==> config.mk <==
export PLATFORM = sky130hd
export DESIGN_NAME = segment_contour_chainer_flat
export DESIGN_NICKNAME = d
export VERILOG_FILES = /design/src/design/scc_pkg.sv /design/src/design/scc_stream_if.sv /design/src/design/scc_cell.sv /design/src/design/segment_contour_chainer.sv /design/src/flat_wrapper.sv
export SDC_FILE = /design/constraint.sdc
export NUM_CORES = 1
export LEC_CHECK = 0
export ABC_AREA = 1
export BUFFER_PORTS_ARGS = -buffer_cell sky130_fd_sc_hd__buf_2
export CAP_MARGIN = 20
export CORE_AREA = 5 5 42 44
export CTS_CLUSTER_DIAMETER = 200
export DETAILED_ROUTE_END_ITERATION = 6
export DIE_AREA = 0 0 47 49
export GPL_TIMING_DRIVEN = 0
export PLACE_DENSITY = 0.63
export SKIP_LAST_GASP = 1
export SYNTH_ARGS = -nofsm -noshare
export SYNTH_HDL_FRONTEND = slang
export SYNTH_HIERARCHICAL = 1
export SYNTH_SLANG_ARGS = --single-unit
==> constraint.sdc <==
create_clock -name i_clk -period 2.7 [get_ports i_clk]
set_input_delay 0.54 -clock i_clk [delete_from_list [all_inputs] [get_ports i_clk]]
set_output_delay 0.54 -clock i_clk [all_outputs]
set_load 0.005 [all_outputs]
==> src/design/scc_pkg.sv <==
// Shared types and constants for the segment contour chainer.
// Depends on nothing; scc_cell and the top level import it.
`timescale 1ns / 1ps
`default_nettype none

package scc_pkg;

    localparam int unsigned SEGMENTS_DEF = 256;
    localparam int unsigned COORD_BITS   = 24;
    localparam int unsigned LEFT_BITS    = 9;

    localparam logic [1:0] CMD_LOAD  = 2'd0;
    localparam logic [1:0] CMD_PULL  = 2'd1;
    localparam logic [1:0] CMD_CLEAR = 2'd2;

    typedef struct packed {
        logic signed [COORD_BITS-1:0] x;
        logic signed [COORD_BITS-1:0] y;
    } t_point;

    typedef struct packed {
        t_point a;
        t_point b;
    } t_seg;

    typedef struct packed {
        logic shift;
        logic clear;
        logic wr;
    } t_cell_ctl;

    typedef struct packed {
        logic [1:0]                   command;
        logic signed [COORD_BITS-1:0] first_x;
        logic signed [COORD_BITS-1:0] first_y;
        logic signed [COORD_BITS-1:0] second_x;
        logic signed [COORD_BITS-1:0] second_y;
    } t_cmd_item;

    typedef struct packed {
        logic signed [COORD_BITS-1:0] point_x;
        logic signed [COORD_BITS-1:0] point_y;
        logic                         point_valid;
        logic                         contour_done;
        logic                         contour_open;
        logic                         table_empty;
        logic                         load_rejected;
        logic [LEFT_BITS-1:0]         segments_left;
    } t_res_item;

endpackage

`default_nettype wire

==> src/design/scc_stream_if.sv <==
// Valid/ready channel carrying one item of a chosen payload type.
// Used by the top level for its command and result channels.
`timescale 1ns / 1ps
`default_nettype none

interface scc_stream_if #(
    parameter type T = logic
);
    logic valid;
    logic ready;
    T     data;

    modport source (output valid, output data, input ready);
    modport sink   (input valid, input data, output ready);
endinterface

`default_nettype wire

==> src/design/scc_cell.sv <==
// One cell of the segment ring: a stored segment and its live mark.
// Depends on scc_pkg.
`timescale 1ns / 1ps
`default_nettype none

module scc_cell (
    input  wire logic                  i_clk,
    input  wire logic                  i_rst_n,
    input  wire scc_pkg::t_cell_ctl    i_ctl,
    input  wire scc_pkg::t_seg         i_wr_seg,
    input  wire scc_pkg::t_seg         i_nb_seg,
    input  wire logic                  i_nb_live,
    output scc_pkg::t_seg              o_seg,
    output logic                       o_live
);
    import scc_pkg::*;

    t_seg r_seg;
    logic r_live;

    always_ff @(posedge i_clk) begin
        if (!i_rst_n) begin
            r_live <= 1'b0;
        end else if (i_ctl.clear) begin
            r_live <= 1'b0;
        end else if (i_ctl.wr) begin
            r_live <= 1'b1;
        end else if (i_ctl.shift) begin
            r_live <= i_nb_live;
        end
    end

    always_ff @(posedge i_clk) begin
        if (i_ctl.wr) begin
            r_seg <= i_wr_seg;
        end else if (i_ctl.shift) begin
            r_seg <= i_nb_seg;
        end
    end

    assign o_seg  = r_seg;
    assign o_live = r_live;

endmodule

`default_nettype wire

==> src/design/segment_contour_chainer.sv <==
// Top level of the segment contour chainer: control, ring of scc_cell, result register.
// Depends on scc_pkg, scc_stream_if and scc_cell.
//
//   channel  dir  payload      meaning
//   i_cmd    in   t_cmd_item   load, pull or clear
//   o_res    out  t_res_item   one result for each command
//
// Load, clear and unused commands, and a pull that closes a contour, write their result
// straight from the idle state; any other pull rotates the whole ring once through its head
// cell and then writes its result. Reset clears every live mark at once, so no sweep follows it.
// A command is taken only while the controller is idle and the output register is empty or is
// being read in the same cycle, so a result that is not taken holds off the next command.
`timescale 1ns / 1ps
`default_nettype none

module segment_contour_chainer #(
    parameter int unsigned SEGMENTS = scc_pkg::SEGMENTS_DEF
) (
    input  wire logic   i_clk,
    input  wire logic   i_rst_n,
    scc_stream_if.sink   i_cmd,
    scc_stream_if.source o_res
);
    import scc_pkg::*;

    localparam int unsigned IW = (SEGMENTS > 1) ? $clog2(SEGMENTS) : 1;
    localparam int unsigned CW = $clog2(SEGMENTS + 1);

    typedef enum logic [1:0] {ST_IDLE, ST_SCAN, ST_DONE} t_state;

    t_state          r_state;
    logic [IW-1:0]   r_k;
    logic [CW-1:0]   r_slot;
    logic [CW-1:0]   r_cnt;
    t_point          r_start;
    t_point          r_cur;
    logic            r_in_contour;
    logic            r_closing;
    logic            r_found;
    t_seg            r_hit;
    t_res_item       r_out;
    logic            r_out_v;
    t_res_item       n_out;
    logic            n_out_v;

    t_seg            w_seg  [SEGMENTS];
    logic            w_live [SEGMENTS];
    t_cmd_item       w_cmd;
    t_seg            w_wr_seg;
    logic            w_out_free;
    logic            w_accept;
    logic            w_load_wr;
    logic            w_clear;
    logic            w_hit;
    logic            w_live_wrap;
    logic            w_match_a;
    t_point          w_next;
    logic            w_res_load;

    assign w_cmd      = i_cmd.data;
    assign w_out_free = !r_out_v || o_res.ready;
    assign i_cmd.ready = (r_state == ST_IDLE) && w_out_free;
    assign w_accept   = i_cmd.valid && i_cmd.ready;
    assign w_load_wr  = w_accept && (w_cmd.command == CMD_LOAD) && (r_slot < CW'(SEGMENTS));
    assign w_clear    = w_accept && (w_cmd.command == CMD_CLEAR);

    assign w_wr_seg.a.x = w_cmd.first_x;
    assign w_wr_seg.a.y = w_cmd.first_y;
    assign w_wr_seg.b.x = w_cmd.second_x;
    assign w_wr_seg.b.y = w_cmd.second_y;

    // The head cell holds segment r_k during a rotation; the first qualifying one is taken
    // and goes back into the ring with its live mark cleared.
    assign w_hit = (r_state == ST_SCAN) && !r_found && w_live[0] &&
                   (!r_in_contour || (w_seg[0].a == r_cur) || (w_seg[0].b == r_cur));
    assign w_live_wrap = w_live[0] && !w_hit;

    assign w_match_a = (r_hit.a == r_cur);
    assign w_next    = w_match_a ? r_hit.b : r_hit.a;

    for (genvar gi = 0; gi < SEGMENTS; gi++) begin : g_cell
        t_cell_ctl w_ctl;
        t_seg      w_nb_seg;
        logic      w_nb_live;

        assign w_ctl.shift = (r_state == ST_SCAN);
        assign w_ctl.clear = w_clear;
        assign w_ctl.wr    = w_load_wr && (r_slot[IW-1:0] == IW'(gi));

        if (gi == SEGMENTS - 1) begin : g_wrap
            assign w_nb_seg  = w_seg[0];
            assign w_nb_live = w_live_wrap;
        end else begin : g_link
            assign w_nb_seg  = w_seg[gi+1];
            assign w_nb_live = w_live[gi+1];
        end

        scc_cell u_cell (
            .i_clk     (i_clk),
            .i_rst_n   (i_rst_n),
            .i_ctl     (w_ctl),
            .i_wr_seg  (w_wr_seg),
            .i_nb_seg  (w_nb_seg),
            .i_nb_live (w_nb_live),
            .o_seg     (w_seg[gi]),
            .o_live    (w_live[gi])
        );
    end

    always_comb begin
        n_out               = '0;
        n_out.segments_left = LEFT_BITS'(r_cnt);
        w_res_load          = 1'b0;
        if ((r_state == ST_IDLE) && w_accept) begin
            case (w_cmd.command)
                CMD_LOAD: begin
                    w_res_load = 1'b1;
                    if (w_load_wr) begin
                        n_out.segments_left = LEFT_BITS'(r_cnt + 1'b1);
                    end else begin
                        n_out.load_rejected = 1'b1;
                    end
                end
                CMD_PULL: begin
                    if (r_in_contour && r_closing) begin
                        w_res_load         = 1'b1;
                        n_out.point_x      = r_start.x;
                        n_out.point_y      = r_start.y;
                        n_out.point_valid  = 1'b1;
                        n_out.contour_done = 1'b1;
                    end
                end
                CMD_CLEAR: begin
                    w_res_load          = 1'b1;
                    n_out.segments_left = '0;
                end
                default: begin
                    w_res_load = 1'b1;
                end
            endcase
        end else if ((r_state == ST_DONE) && w_out_free) begin
            w_res_load = 1'b1;
            if (r_found) begin
                n_out.segments_left = LEFT_BITS'(r_cnt - 1'b1);
                n_out.point_valid   = 1'b1;
            end
            if (!r_in_contour) begin
                if (r_found) begin
                    n_out.point_x = r_hit.a.x;
                    n_out.point_y = r_hit.a.y;
                end else begin
                    n_out.table_empty = 1'b1;
                end
            end else if (r_found) begin
                n_out.point_x = r_cur.x;
                n_out.point_y = r_cur.y;
            end else begin
                n_out.contour_done = 1'b1;
                n_out.contour_open = 1'b1;
            end
        end
        n_out_v = r_out_v;
        if (w_res_load) begin
            n_out_v = 1'b1;
        end else if (r_out_v && o_res.ready) begin
            n_out_v = 1'b0;
        end
    end

    always_ff @(posedge i_clk) begin
        if (!i_rst_n) begin
            r_state      <= ST_IDLE;
            r_k          <= '0;
            r_slot       <= '0;
            r_cnt        <= '0;
            r_start      <= '0;
            r_cur        <= '0;
            r_in_contour <= 1'b0;
            r_closing    <= 1'b0;
            r_found      <= 1'b0;
            r_out_v      <= 1'b0;
        end else begin
            r_out_v <= n_out_v;
            if (w_res_load) begin
                r_out <= n_out;
            end
            unique case (r_state)
                ST_IDLE: begin
                    if (w_accept) begin
                        case (w_cmd.command)
                            CMD_LOAD: begin
                                if (w_load_wr) begin
                                    r_slot <= r_slot + 1'b1;
                                    r_cnt  <= r_cnt + 1'b1;
                                end
                            end
                            CMD_PULL: begin
                                if (r_in_contour && r_closing) begin
                                    r_in_contour <= 1'b0;
                                    r_closing    <= 1'b0;
                                end else begin
                                    r_state <= ST_SCAN;
                                    r_k     <= '0;
                                    r_found <= 1'b0;
                                end
                            end
                            CMD_CLEAR: begin
                                r_slot       <= '0;
                                r_cnt        <= '0;
                                r_in_contour <= 1'b0;
                                r_closing    <= 1'b0;
                            end
                            default: begin
                            end
                        endcase
                    end
                end
                ST_SCAN: begin
                    if (w_hit) begin
                        r_found <= 1'b1;
                        r_hit   <= w_seg[0];
                    end
                    if (r_k == IW'(SEGMENTS - 1)) begin
                        r_state <= ST_DONE;
                    end else begin
                        r_k <= r_k + 1'b1;
                    end
                end
                ST_DONE: begin
                    if (w_out_free) begin
                        r_state <= ST_IDLE;
                        if (r_found) begin
                            r_cnt <= r_cnt - 1'b1;
                        end
                        if (!r_in_contour) begin
                            if (r_found) begin
                                r_start      <= r_hit.a;
                                r_cur        <= r_hit.b;
                                r_in_contour <= 1'b1;
                                r_closing    <= 1'b0;
                            end
                        end else begin
                            if (r_found) begin
                                r_cur     <= w_next;
                                r_closing <= (w_next == r_start);
                            end else begin
                                r_in_contour <= 1'b0;
                                r_closing    <= 1'b0;
                            end
                        end
                    end
                end
                default: begin
                    r_state <= ST_IDLE;
                end
            endcase
        end
    end

    assign o_res.valid = r_out_v;
    assign o_res.data  = r_out;

endmodule

`default_nettype wire
==> src/flat_wrapper.sv <==
// flat-port wrapper written by rule: the top's interface ports become plain ports
module segment_contour_chainer_flat import scc_pkg::*;
#(
    parameter int unsigned SEGMENTS = scc_pkg::SEGMENTS_DEF
)
  (i_clk, i_rst_n, i_cmd_valid, i_cmd_data, i_cmd_ready, o_res_valid, o_res_data, o_res_ready);
  scc_stream_if i_cmd_i ();
  scc_stream_if o_res_i ();
  input  wire logic i_clk;
  input  wire logic i_rst_n;
  input wire logic [$bits(i_cmd_i.valid)-1:0] i_cmd_valid;
  input wire logic [$bits(i_cmd_i.data)-1:0] i_cmd_data;
  output wire logic [$bits(i_cmd_i.ready)-1:0] i_cmd_ready;
  output wire logic [$bits(o_res_i.valid)-1:0] o_res_valid;
  output wire logic [$bits(o_res_i.data)-1:0] o_res_data;
  input wire logic [$bits(o_res_i.ready)-1:0] o_res_ready;
  assign i_cmd_i.valid = i_cmd_valid;
  assign i_cmd_i.data = i_cmd_data;
  assign i_cmd_ready = i_cmd_i.ready;
  assign o_res_valid = o_res_i.valid;
  assign o_res_data = o_res_i.data;
  assign o_res_i.ready = o_res_ready;
  segment_contour_chainer #(.SEGMENTS(SEGMENTS)) u_core (.i_clk(i_clk), .i_rst_n(i_rst_n), .i_cmd(i_cmd_i), .o_res(o_res_i));
endmodule
### Word level (Yosys, flattened, before mapping)

Cells that the tools add are included.

| storage, ports and cells | value |
|---|---|
| input bits | 5 |
| RAM bits | 0 |
| ROM bits | 0 |
| register bits after elaboration | 25008 |
| latch bits | 0 |
| output and inout port bits | 3 |
| memories | 0 |
| logic and storage cells | 3406 |

| operators by class | value |
|---|---|
| $lt $le $gt $ge | 1 |
| shifts and indexed selects | 0 |
| bitwise operators | 2 |
| add/subtract/negate cells | 4 |
| muxes and demuxes | 1043 |
| $mul | 0 |
| reductions and logical operators | 542 |
| div/mod/pow operators | 0 |
| equal/unequal tests | 264 |

Operator list:

| operator | count |
|---|---|
| 8-bit == test (second input constant) | 129 |
| 1-bit two-way mux | 1031 |
| 2-bit nonzero test | 258 |
| 8-bit by 7-bit == test with 1-bit output (second input constant) | 64 |
| 1-bit logical AND | 266 |
| 8-bit by 6-bit == test with 1-bit output (second input constant) | 32 |
| 48-bit two-way mux | 4 |
| 48-bit == test | 3 |
| 8-bit by 5-bit == test with 1-bit output (second input constant) | 16 |
| 8-bit by 4-bit == test with 1-bit output (second input constant) | 8 |
| 9-bit two-way mux | 4 |
| 8-bit by 3-bit == test with 1-bit output (second input constant) | 4 |
| 9-bit by 1-bit adder with 9-bit output (second input constant) | 2 |
| 9-bit case mux with 2 select lines | 1 |
| 8-bit by 2-bit == test with 1-bit output (second input constant) | 2 |
| 3-bit AND reduction | 5 |
| 9-bit < comparator (second input constant) | 1 |
| 9-bit by 1-bit subtractor with 9-bit output (second input constant) | 1 |
| 8-bit by 1-bit adder with 8-bit output (second input constant) | 1 |
| 8-bit by 1-bit == test with 1-bit output (second input constant) | 1 |
| 8-bit logical NOT | 1 |
| 2-bit AND reduction | 4 |
| 2-bit by 1-bit inequality test with 1-bit output (second input constant) | 3 |
| 2-bit case mux with 3 select lines | 1 |
| other kinds (7) | 14 |

### Logic depth before layout (Yosys ltp)

Gate-level depths: netlist of the first run.

| logic depth | value |
|---|---|
| depth in word-level cells | 8 |
| depth in mapped cells | 8 |
| depth with buffers taken out | 8 |

### Worst setup path before layout of the first run

Ideal clock, no wire load.

| timing | value |
|---|---|
| kind | input to output |
| start | input port o_res_ready |
| end | output port i_cmd_ready |
| data required time | 2.160 ns |
| data arrival time | 0.682 ns |
| path buffers | 0 |
| cell stages on the path | 2 |
| setup slack | 1.478 ns |
| cell sequence | inv_1 -> nand2_4 |

| between the ends | value |
|---|---|
| word-level cells in the longest chain between the ends | 2 |

RTL lines:

| element | line | source |
|---|---|---|
| start: declaration | flat_wrapper.sv:16 | `input wire logic [$bits(o_res_i.ready)-1:0] o_res_ready;` |
| 1-bit logical OR | segment_contour_chainer.sv:61 | `assign w_out_free = !r_out_v \|\| o_res.ready;` |
| 1-bit logical AND | segment_contour_chainer.sv:62 | `assign i_cmd.ready = (r_state == ST_IDLE) && w_out_free;` |
| end: declaration | flat_wrapper.sv:13 | `output wire logic [$bits(i_cmd_i.ready)-1:0] i_cmd_ready;` |

Every way passes these cells.

### Final worst setup path of the first run

Same ends and word-level chain as after synthesis.

==> impl_metrics.tcl, run 1 <==
set metrics [dict create \
    sequentialPowerShare_pct 51.7 \
    yosysSeqAreaShare_pct 42.3 \
    clkTransAtPathRegs_ns 0.08 \
    track_usage_pct 10.7 \
    worst_setup_path_end_kind "output pin" \
    finalCritPeriodShare_pct 54.0 \
    postCtsSetupRepairBufs 0 \
    synth-seq-cells 12 \
    slew_headroom_pct 87.5 \
    worstPathMaxFanout 4 \
    synth_fa_ha_area_share_pct 2.11 \
    avgRoutedWirePerCell_um 9.91 \
    dpl.hpwl_um 784 \
    whs_ns 0.478 \
    postCtsResizedCells 0 \
    n_fill_cell 159 \
    port_buffers 5 \
    root_buffer "clkbuf_4" \
    synthXorXnorAreaFrac_pct 0 \
    firstDrtPassIters 3 \
    avgSynthCellArea_um2 7.40 \
    synth_nets 86 \
    hp-class "reg2reg" \
    ant_nets 0 \
    area_growth_pct 13.7 \
    slowest_delay_ns 0.13 \
    synth_top_family_by_area "simple AND/OR/NAND/NOR gates" \
    p_sw_share_pct 23.6 \
    start_util_pct 42.2 \
    drtIter0Drc 5 \
    start_kind "primary input" \
    drive_above_1_share_pct 22.5 \
    synth_compound_area_share_pct 8.25 \
    syn-cell-area_um2 592 \
    maxCapViolations 0 \
    p_comb_share_pct 8.9 \
    core-area_um2 1400 \
    setup_tns_ns 0 \
    finalPower_w 0.000367 \
    drc 0 \
    dp_cells 101 \
    hold_viol_final 0 \
    gp_congestion 0.799 \
    die_area_um2 2300 \
    cp_slowest_cell "buf_2" \
    tightestPinTransition_ns 0.187 \
    area.sequential_um2 250 \
    ys_warn_count 6 \
    final-instance-count-excl-fill 105 \
    rsz0062_at_grt "false" \
    multi_input_area_um2 292 \
    synth_mux_area_share_pct 0 \
    cts-buffers-inserted 3 \
    cts_tree "done" \
    n_antenna_cell 0 \
    grt_start_max_net_pins 10 \
    p_int_w 0.000281 \
    setup_viol 0 \
    pin_count 8 \
    synth_cell_types 20 \
    clock_latency_ns 0.28 \
    fp.dieH_um 49 \
    fin_worst_skew_ns 0.000906 \
    cp_common_cell "buf_2" \
    cts.htree.levels 1 \
    p_leak_nw 0.305 \
    synth_cells 80 \
    viasPerCell 4.88 \
    clk_path_buf_depth 2 \
    maxSlewViolCount 0 \
    synthSimpleGateAreaFrac_pct 38.9 \
    critPathKind "in2out" \
    status "complete, no violations" \
    switchingPower_w 0.0000866 \
    overflow 0 \
    grt_first_pass_wirelength_mm 1.74 \
    path_cells "buf_2 -> inv_1 -> nand2_4 -> buf_2" \
    ir_worst_vdd_v 0.000260 \
    fin_crit_ns 1.46 \
    drt_wl_total_mm 1.04 \
    grt_antenna_before_repair 0 \
    cts.sinks 12 \
    nets 96 \
    first_global_vias 403 \
    fmax_mhz 686 \
    critPathRequiredTime_ns 2.16 \
    clkPwrFrac_pct 39.5 \
    die_w_um 47 \
    worstPathArrival_ns 0.92 \
    num_vias 512 \
    power_density_nw_per_um2 545 \
    fp-row-count 14 \
    cts_hold_buffers 0 \
]
[logic make-up after synthesis]
kind of cell / count (synthesis)
adders and majority gates: 1
and+or+nand+nor: 45
AOI/OAI and AO/OA: 9
DFF: 12
buffers and inverters: 13
[cells in the final DEF, fill, tap and decap left out]
cell type and instances:
nand2_1 20, inv_1 11, dfxtp_1 11, nor2_1 10, buf_2 6, a21oi_1 6, nand3_1 5, clkbuf_4 3
nor2_2 3, nand2_4 2, clkbuf_8 1, inv_2 1, nand3_4 1, or2_1 1, nor2_4 1, nand3_2 1
nand4_1 1, a21oi_2 1, o21ai_1 1, o21ai_0 1, ha_1 1, edfxtp_1 1
[area by class of cell]
| cell class | instances | area share, % |
|---|---|---|
| Multi-Input combinational cell | 55 | 43.3 |
| Sequential cell | 12 | 37.2 |
| Inverter | 12 | 6.69 |
| Clock buffer | 4 | 5.39 |
| Timing Repair Buffer | 5 | 3.72 |
| Tap cell | 16 | 2.97 |
| Buffer | 1 | 0.743 |
[power groups by stage]
stage | Sequential [W] | Combinational, W | Clock, W
finish | 0.000190 | 0.0000326 | 0.000145
global placement | 0.000194 | 0.0000324 | 0
CTS | 0.000190 | 0.0000334 | 0.000153
floorplan | 0.000193 | 0.0000239 | 0
detailed placement | 0.000194 | 0.0000334 | 0
global route | 0.000191 | 0.0000372 | 0.000164
[critical path, delay by kind of cell]
| kind | cells | cell delay [ns] |
|---|---|---|
| and+or+nand+nor | 1 | 0.08 |
| buffers and inverters | 3 | 0.30 |
[cell usage after synthesis (all sizes together)]
library cell	count	share of area (%)
nor2	14	11
ha	1	2.1
a21oi	7	6.6
or2	1	1.1
edfxtp	1	5.1
buf	1	0.84
o21ai	2	1.7
nand3	7	8.9
nand2	22	16
dfxtp	11	37
inv	12	7.6
nand4	1	1.1
[final timing paths]
kind	start	endpoint	slack, ns	depth (start not counted)
max reg2reg	u_core/r_slot[0]	u_core/r_slot[6]	1.47	6
min	u_core/r_slot[2]	u_core/r_slot[2]	0.48	2
min reg2reg	u_core/r_slot[2]	u_core/r_slot[2]	0.48	2
max	o_res_ready	i_cmd_ready	1.24	4
[sequential cells by signal, summed over array words and instances (netlist names)]
signal / count
u_core/o_res.data: 1
u_core/o_res.valid: 1
u_core/r_cnt: 1
u_core/r_slot: 9
[routing by layer]
| metal | vias to the layer above | GRT usage (%) | part of all wire [%] | routed length [µm] |
|---|---|---|---|---|
| met5 | - | 0 | 0 | 0 |
| met4 | 0 | 8.29 | 3.1 | 32 |
| met3 | 4 | 3.32 | 6.9 | 72 |
| met2 | 13 | 14.3 | 43 | 451 |
| met1 | 226 | 13.6 | 46 | 484 |
| li1 | 269 | - | - | - |
[stage by stage]
step                      instance area [µm²]  setup WS (ns)  util [%]
after floorplan                           592           1.48         -
after global placement                    637           1.24      45.4
after detailed placement                  637           1.23      45.4
after CTS                                 673           1.24      48.0
after global routing                      673           1.23      48.0
final                                     673           1.24      48.0
Note: power is estimated with default switching activity, not from simulation.
==> run 2: changes to the inputs <==
Settings changed: PLACE_DENSITY 0.63 to 0.66.
Clock period 2.7 ns to 1.2 ns, I/O delays scaled along.
==> run 2 against run 1 <==
Compared with the run above: clock skew grew 0.0037 ns; clock-buffer cell count is the same; non-clock buffer count is the same; flip-flop and latch count is the same; combinational power grew 130%; critical path depth shrank 2; highest routed layer is now met3.
==> impl_metrics.tcl, run 2 (synthesis gave the netlist of run 1 again) <==
set metrics [dict create \
    p_leak_nw 0.298 \
    overflow 0 \
    setup_tns_ns 0 \
    maxCapViolations 0 \
    final-instance-count-excl-fill 105 \
    ff2ff_path_depth 6 \
    start_util_pct 42.2 \
    worstPathArrival_ns 0.85 \
    postCtsResizedCells 0 \
    hp-class "in2reg" \
    grt_antenna_before_repair 0 \
    worstPathMaxFanout 4 \
    fin_crit_ns 1.09 \
    fp-row-count 14 \
    nets 96 \
    gp_congestion 0.798 \
    rsz0062_at_grt "false" \
    first_global_vias 435 \
    grt_first_pass_wirelength_mm 1.84 \
    root_buffer "clkbuf_4" \
    maxSlewViolCount 0 \
    pin_count 8 \
    cts_tree "done" \
    cts-buffers-inserted 3 \
    slew_headroom_pct 87.6 \
    hold_viol_final 0 \
    postCtsSetupRepairBufs 0 \
    worst_setup_path_end_kind "output pin" \
    track_usage_pct 10.6 \
    drt_wl_total_mm 1.01 \
    start_kind "flip-flop" \
    n_fill_cell 146 \
    num_vias 503 \
    port_buffers 5 \
    reg2reg_to "u_core/r_slot[6]" \
    r2r_slack_ns 0.13 \
    cp-endpoint "i_cmd_ready" \
    final_common_cell "nand2_1" \
    viasPerCell 4.79 \
    crit_path_start "u_core/o_res.valid" \
    drc 0 \
    firstDrtPassIters 4 \
    layout_common_cells "nand2_1 (20), inv_1 (11), nor2_1 (10)" \
    finalCritPeriodShare_pct 90.8 \
    status "complete, no violations" \
    fin_worst_skew_ns 0.00465 \
    cts_hold_buffers 0 \
    cts.htree.levels 1 \
    dp_cells 101 \
    critPathRequiredTime_ns 0.96 \
    final_util_pct 48.4 \
    grt_start_max_net_pins 10 \
    cts.sinks 12 \
    dpl.hpwl_um 753 \
    tightestPinTransition_ns 0.185 \
    area_growth_pct 14.6 \
    largest_reg_flops 9 \
    fmax_mhz 918 \
    critPathKind "reg2out" \
    die_area_um2 2300 \
    power_density_nw_per_um2 1120 \
    clkTransAtPathRegs_ns 0.08 \
    reg2reg_from "u_core/r_slot[0]" \
    core-area_um2 1400 \
    drtIter0Drc 8 \
    avgRoutedWirePerCell_um 9.64 \
    clock_latency_ns 0.26 \
    top_register "u_core/r_slot" \
    drive_above_1_share_pct 25.8 \
    setup_viol 0 \
    ir_worst_vdd_v 0.000542 \
    n_antenna_cell 0 \
    fp.dieH_um 49 \
    ant_nets 0 \
    clk_path_buf_depth 2 \
    die_w_um 47 \
]
-- run 2: metrics by stage --
step                      instance area, µm²  power, W  setup slack [ns]  hold WS (ns)
after floorplan                          592  0.000489             0.152         0.416
after global placement                   637  0.000509            0.0530         0.466
after detailed placement                 637  0.000511            0.0284         0.478
after CTS                                663  0.000772            0.0124         0.267
after global routing                     678  0.000810           0.00455         0.279
final                                    678  0.000761             0.111         0.273
-- run 2: routing by layer --
layer / vias to the layer above / track usage (%) / part of all wire (%)
li1: 270 / - / -
met1: 224 / 14.6 / 50
met2: 9 / 15.6 / 44
met3: 0 / 3.32 / 5.3
met4: 0 / 2.76 / 0
met5: - / 0 / 0
-- run 2: worst max-delay path, stage by stage, from the launching register on --
cell     delay (ns)
dfxtp_1        0.37
nand2_4        0.09
buf_2          0.13
-- run 2: final cells by class --
| type | count | area [µm²] | share of cell area (%) |
|---|---|---|---|
| tap | 16 | 20.0 | 2.95 |
| clock buffer | 4 | 26.3 | 3.87 |
| sequential | 12 | 253 | 37.3 |
| inverter | 12 | 45.0 | 6.64 |
| multi-input combinational | 55 | 304 | 44.8 |
| timing repair buffer | 5 | 25.0 | 3.69 |
| buffer | 1 | 5.00 | 0.738 |
-- run 2: how the worst min path moves through the flow --
stage,start,end,slack (ns),cells after the start
2_1_floorplan,i_cmd_valid,u_core/o_res.valid,0.42,2
3_3_place_gp,u_core/r_slot[2],u_core/r_slot[2],0.47,2
3_5_place_dp,u_core/r_slot[2],u_core/r_slot[2],0.48,2
4_1_cts,i_rst_n,u_core/r_slot[5],0.27,3
5_1_grt,i_rst_n,u_core/r_slot[5],0.28,3
6_report,i_rst_n,u_core/r_slot[5],0.27,3
-- run 2: power breakdown --
part | leakage, nW | internal, W | switching (W)
logic | 0.184 | 0.0000296 | 0.0000468
registers | 0.0996 | 0.000419 | 0.00000947
clock network | 0.0150 | 0.000128 | 0.000128
total | 0.298 | 0.000577 | 0.000184
==> run 3: changes to the inputs <==
Settings changed: CTS_CLUSTER_SIZE set to 20, SYNTH_HIERARCHICAL 1 to unset.
==> run 3 against run 2 <==
Compared with the run above: wire length shrank 9.4%; highest routed layer is now met4; maximum frequency shrank 0.42%; combinational power grew 6.0%; via count shrank 7.6%; first-iteration DRC count shrank 50%; area after synthesis grew 0.21%; cell area grew 2.4%; register-to-register slack lost 0.02 ns; synthesized cell count shrank 5.0%; critical endpoint unchanged; worst hold slack gained 0.0010 ns; total power grew 0.69%.
==> impl_metrics.tcl, run 3 <==
set metrics [dict create \
    setup_tns_ns 0 \
    clock_latency_ns 0.26 \
    crit_path_start "u_core.o_res.valid" \
    final_util_pct 49.6 \
    synth_commonest_cells "nand2_1 (17), dfxtp_1 (11), nor2_1 (10)" \
    cts-buffers-inserted 3 \
    drt_wl_total_um 917 \
    yosysSeqAreaShare_pct 42.2 \
    root_buffer "clkbuf_4" \
    slowest_delay_ns 0.37 \
    n_antenna_cell 0 \
    synth-seq-cells 12 \
    worst_setup_path_end_kind "output pin" \
    synth_top_family_by_area "simple AND/OR/NAND/NOR gates" \
    cp_num_buf_inv 1 \
    hold_viol_final 0 \
    cp_top_family "flip-flops" \
    r2r_slack_ns 0.11 \
    p_comb_share_pct 10.6 \
    gr-usage-met2_pct 14.0 \
    drc 0 \
    grt_start_max_net_pins 11 \
    multi_input_area_um2 320 \
    area.sequential_um2 253 \
    path_cells "nand2_4 -> buf_2" \
    fmax_mhz 914 \
    largest_reg_flops 9 \
    maxCapViolations 0 \
    worst_slack_ns 0.106 \
    hp-class "in2reg" \
    sequentialPowerShare_pct 56.8 \
    track_usage_pct 9.12 \
    synth_compound_area_share_pct 9.28 \
    nets 93 \
    ir_worst_vdd_v 0.000521 \
    switchingPower_w 0.000183 \
    power_density_nw_per_um2 1100 \
    worstPathMaxFanout 4 \
    synthXorXnorAreaFrac_pct 4.22 \
    dpl.hpwl_um 727 \
    critPathKind "reg2out" \
    ys.flop_type "dfxtp_1" \
    cp_slowest_cell "dfxtp_1" \
    n_fill_cell 145 \
    synth_area_leaders "dfxtp_1 (37%), nand2_1 (11%), a21oi_1 (6.8%)" \
    fin_crit_ns 1.09 \
    overflow 0 \
    clk_path_buf_depth 2 \
    hp-start "i_rst_n" \
    clkPwrFrac_pct 32.7 \
    cts_hold_buffers 0 \
    yosysTopAreaCellShare_pct 37.1 \
    port_buffers 5 \
    syn-cell-area_um2 593 \
    firstDrtPassIters 2 \
    die_area_um2 2300 \
    area_growth_pct 17.1 \
    ant_nets 0 \
    async_reset_ff_share_pct 0 \
    drtIter0Drc 4 \
    cts.htree.levels 1 \
    place_ws_ns 0.0627 \
    drive_above_1_share_pct 26.7 \
    synth_cells 76 \
    p_sw_share_pct 23.8 \
    die_w_um 47 \
    fp.dieH_um 49 \
    synth_enable_flop_cells 1 \
    hold_end "u_core.r_slot[3]" \
    layout_common_cells "nand2_1 (16), nor2_1 (10), dfxtp_1 (9)" \
    reg2reg_to "u_core.r_slot[4]" \
    avgSynthCellArea_um2 7.80 \
    p_int_w 0.000584 \
    synth_mux_area_share_pct 0 \
    finalCritPeriodShare_pct 91.1 \
    cts.sinks 12 \
    worstPathArrival_ns 0.85 \
    reg2reg_from "u_core.r_slot[1]" \
    pin_count 8 \
    maxSlewViolCount 0 \
    p_leak_nw 0.295 \
    yosysMostFrequentCell "nand2_1" \
    gp_congestion 0.747 \
    critPathRequiredTime_ns 0.96 \
    fin_worst_skew_ns 0.00722 \
    netlist.top_cell.by_area "dfxtp_1" \
    status "complete, no violations" \
    synth_fa_ha_area_share_pct 2.11 \
    rsz0062_at_grt "false" \
    ys_warn_count 0 \
    synth_cell_types 19 \
    start_util_pct 42.3 \
    setup_viol 0 \
    grtUsageMet3_pct 2.21 \
    num_vias 465 \
    top_usage_layer "met2" \
    synth_nets 82 \
    slew_headroom_pct 84.8 \
    first_global_vias 403 \
    cts_tree "done" \
    top_register "u_core.r_slot" \
    fp-row-count 14 \
    synthSimpleGateAreaFrac_pct 35.0 \
    start_kind "flip-flop" \
    viasPerCell 4.56 \
    core-area_um2 1400 \
    grt_antenna_before_repair 0 \
    final_common_cell "nand2_1" \
    clkTransAtPathRegs_ns 0.07 \
    grt_first_pass_wirelength_mm 1.54 \
    whs_path_depth 3 \
    use_met1_pct 10.7 \
    ff2ff_path_depth 7 \
    tightestPinTransition_ns 0.227 \
    avgRoutedWirePerCell_um 8.99 \
]
-- run 3: kinds of logic after synthesis --
| group | Yosys count |
|---|---|
| buf+inv | 11 |
| fa+ha+maj | 1 |
| simple gates | 39 |
| xor+xnor | 2 |
| flops | 12 |
| compound gates | 11 |
-- run 3: how the worst max path moves through the flow --
stage	cells past startpoint	slack (ns)	end
floorplan	4	0.16	u_core.o_res.data
CTS	6	0.04	u_core.r_slot[6]
global placement	6	0.09	u_core.r_slot[6]
detailed placement	6	0.06	u_core.r_slot[6]
global route	7	0.005	u_core.r_slot[8]
finish	2	0.11	i_cmd_ready
-- run 3: per-layer routing --
metal | share of wire, % | vias up
met2 | 50 | 4
met4 | 1.4 | 0
met3 | 1.9 | 2
met5 | 0 | -
li1 | - | 259
met1 | 47 | 200
-- run 3: area by class of cell --
cell class	count	area share [%]
Tap cell	16	2.88
Multi-Input combinational cell	53	46.1
Sequential cell	12	36.4
Clock buffer	4	3.78
Timing Repair Buffer	6	4.68
Inverter	10	5.41
Buffer	1	0.721
-- run 3: metrics by stage --
stage | hold slack (ns) | cell area, µm² | cells | power (W)
finish | 0.274 | 694 | 102 | 0.000766
CTS | 0.279 | 664 | 101 | 0.000772
detailed placement | 0.482 | 638 | 97 | 0.000521
floorplan | 0.441 | 593 | 76 | 0.000499
global placement | 0.474 | 638 | 97 | 0.000519
global route | 0.291 | 694 | 102 | 0.000814
-- run 3: worst min-delay path, stage by stage --
cell and delay, ns:
clkbuf_2 0.14, nand2_1 0.09, nor2_1 0.03
-- run 3: repair_timing --
item	in CTS	in global routing
resized for setup	0	6
endpoints found under the setup margin	0	2
hold endpoints to repair	0	0
setup buffers	0	1
-- run 3: power groups by stage --
stage                     sequential, W  clock (W)  combinational (W)
after floorplan                0.000440          0          0.0000586
after global placement         0.000440          0          0.0000792
after detailed placement       0.000440          0          0.0000804
after CTS                      0.000431   0.000261          0.0000807
after global routing           0.000437   0.000286          0.0000913
final                          0.000435   0.000250          0.0000810
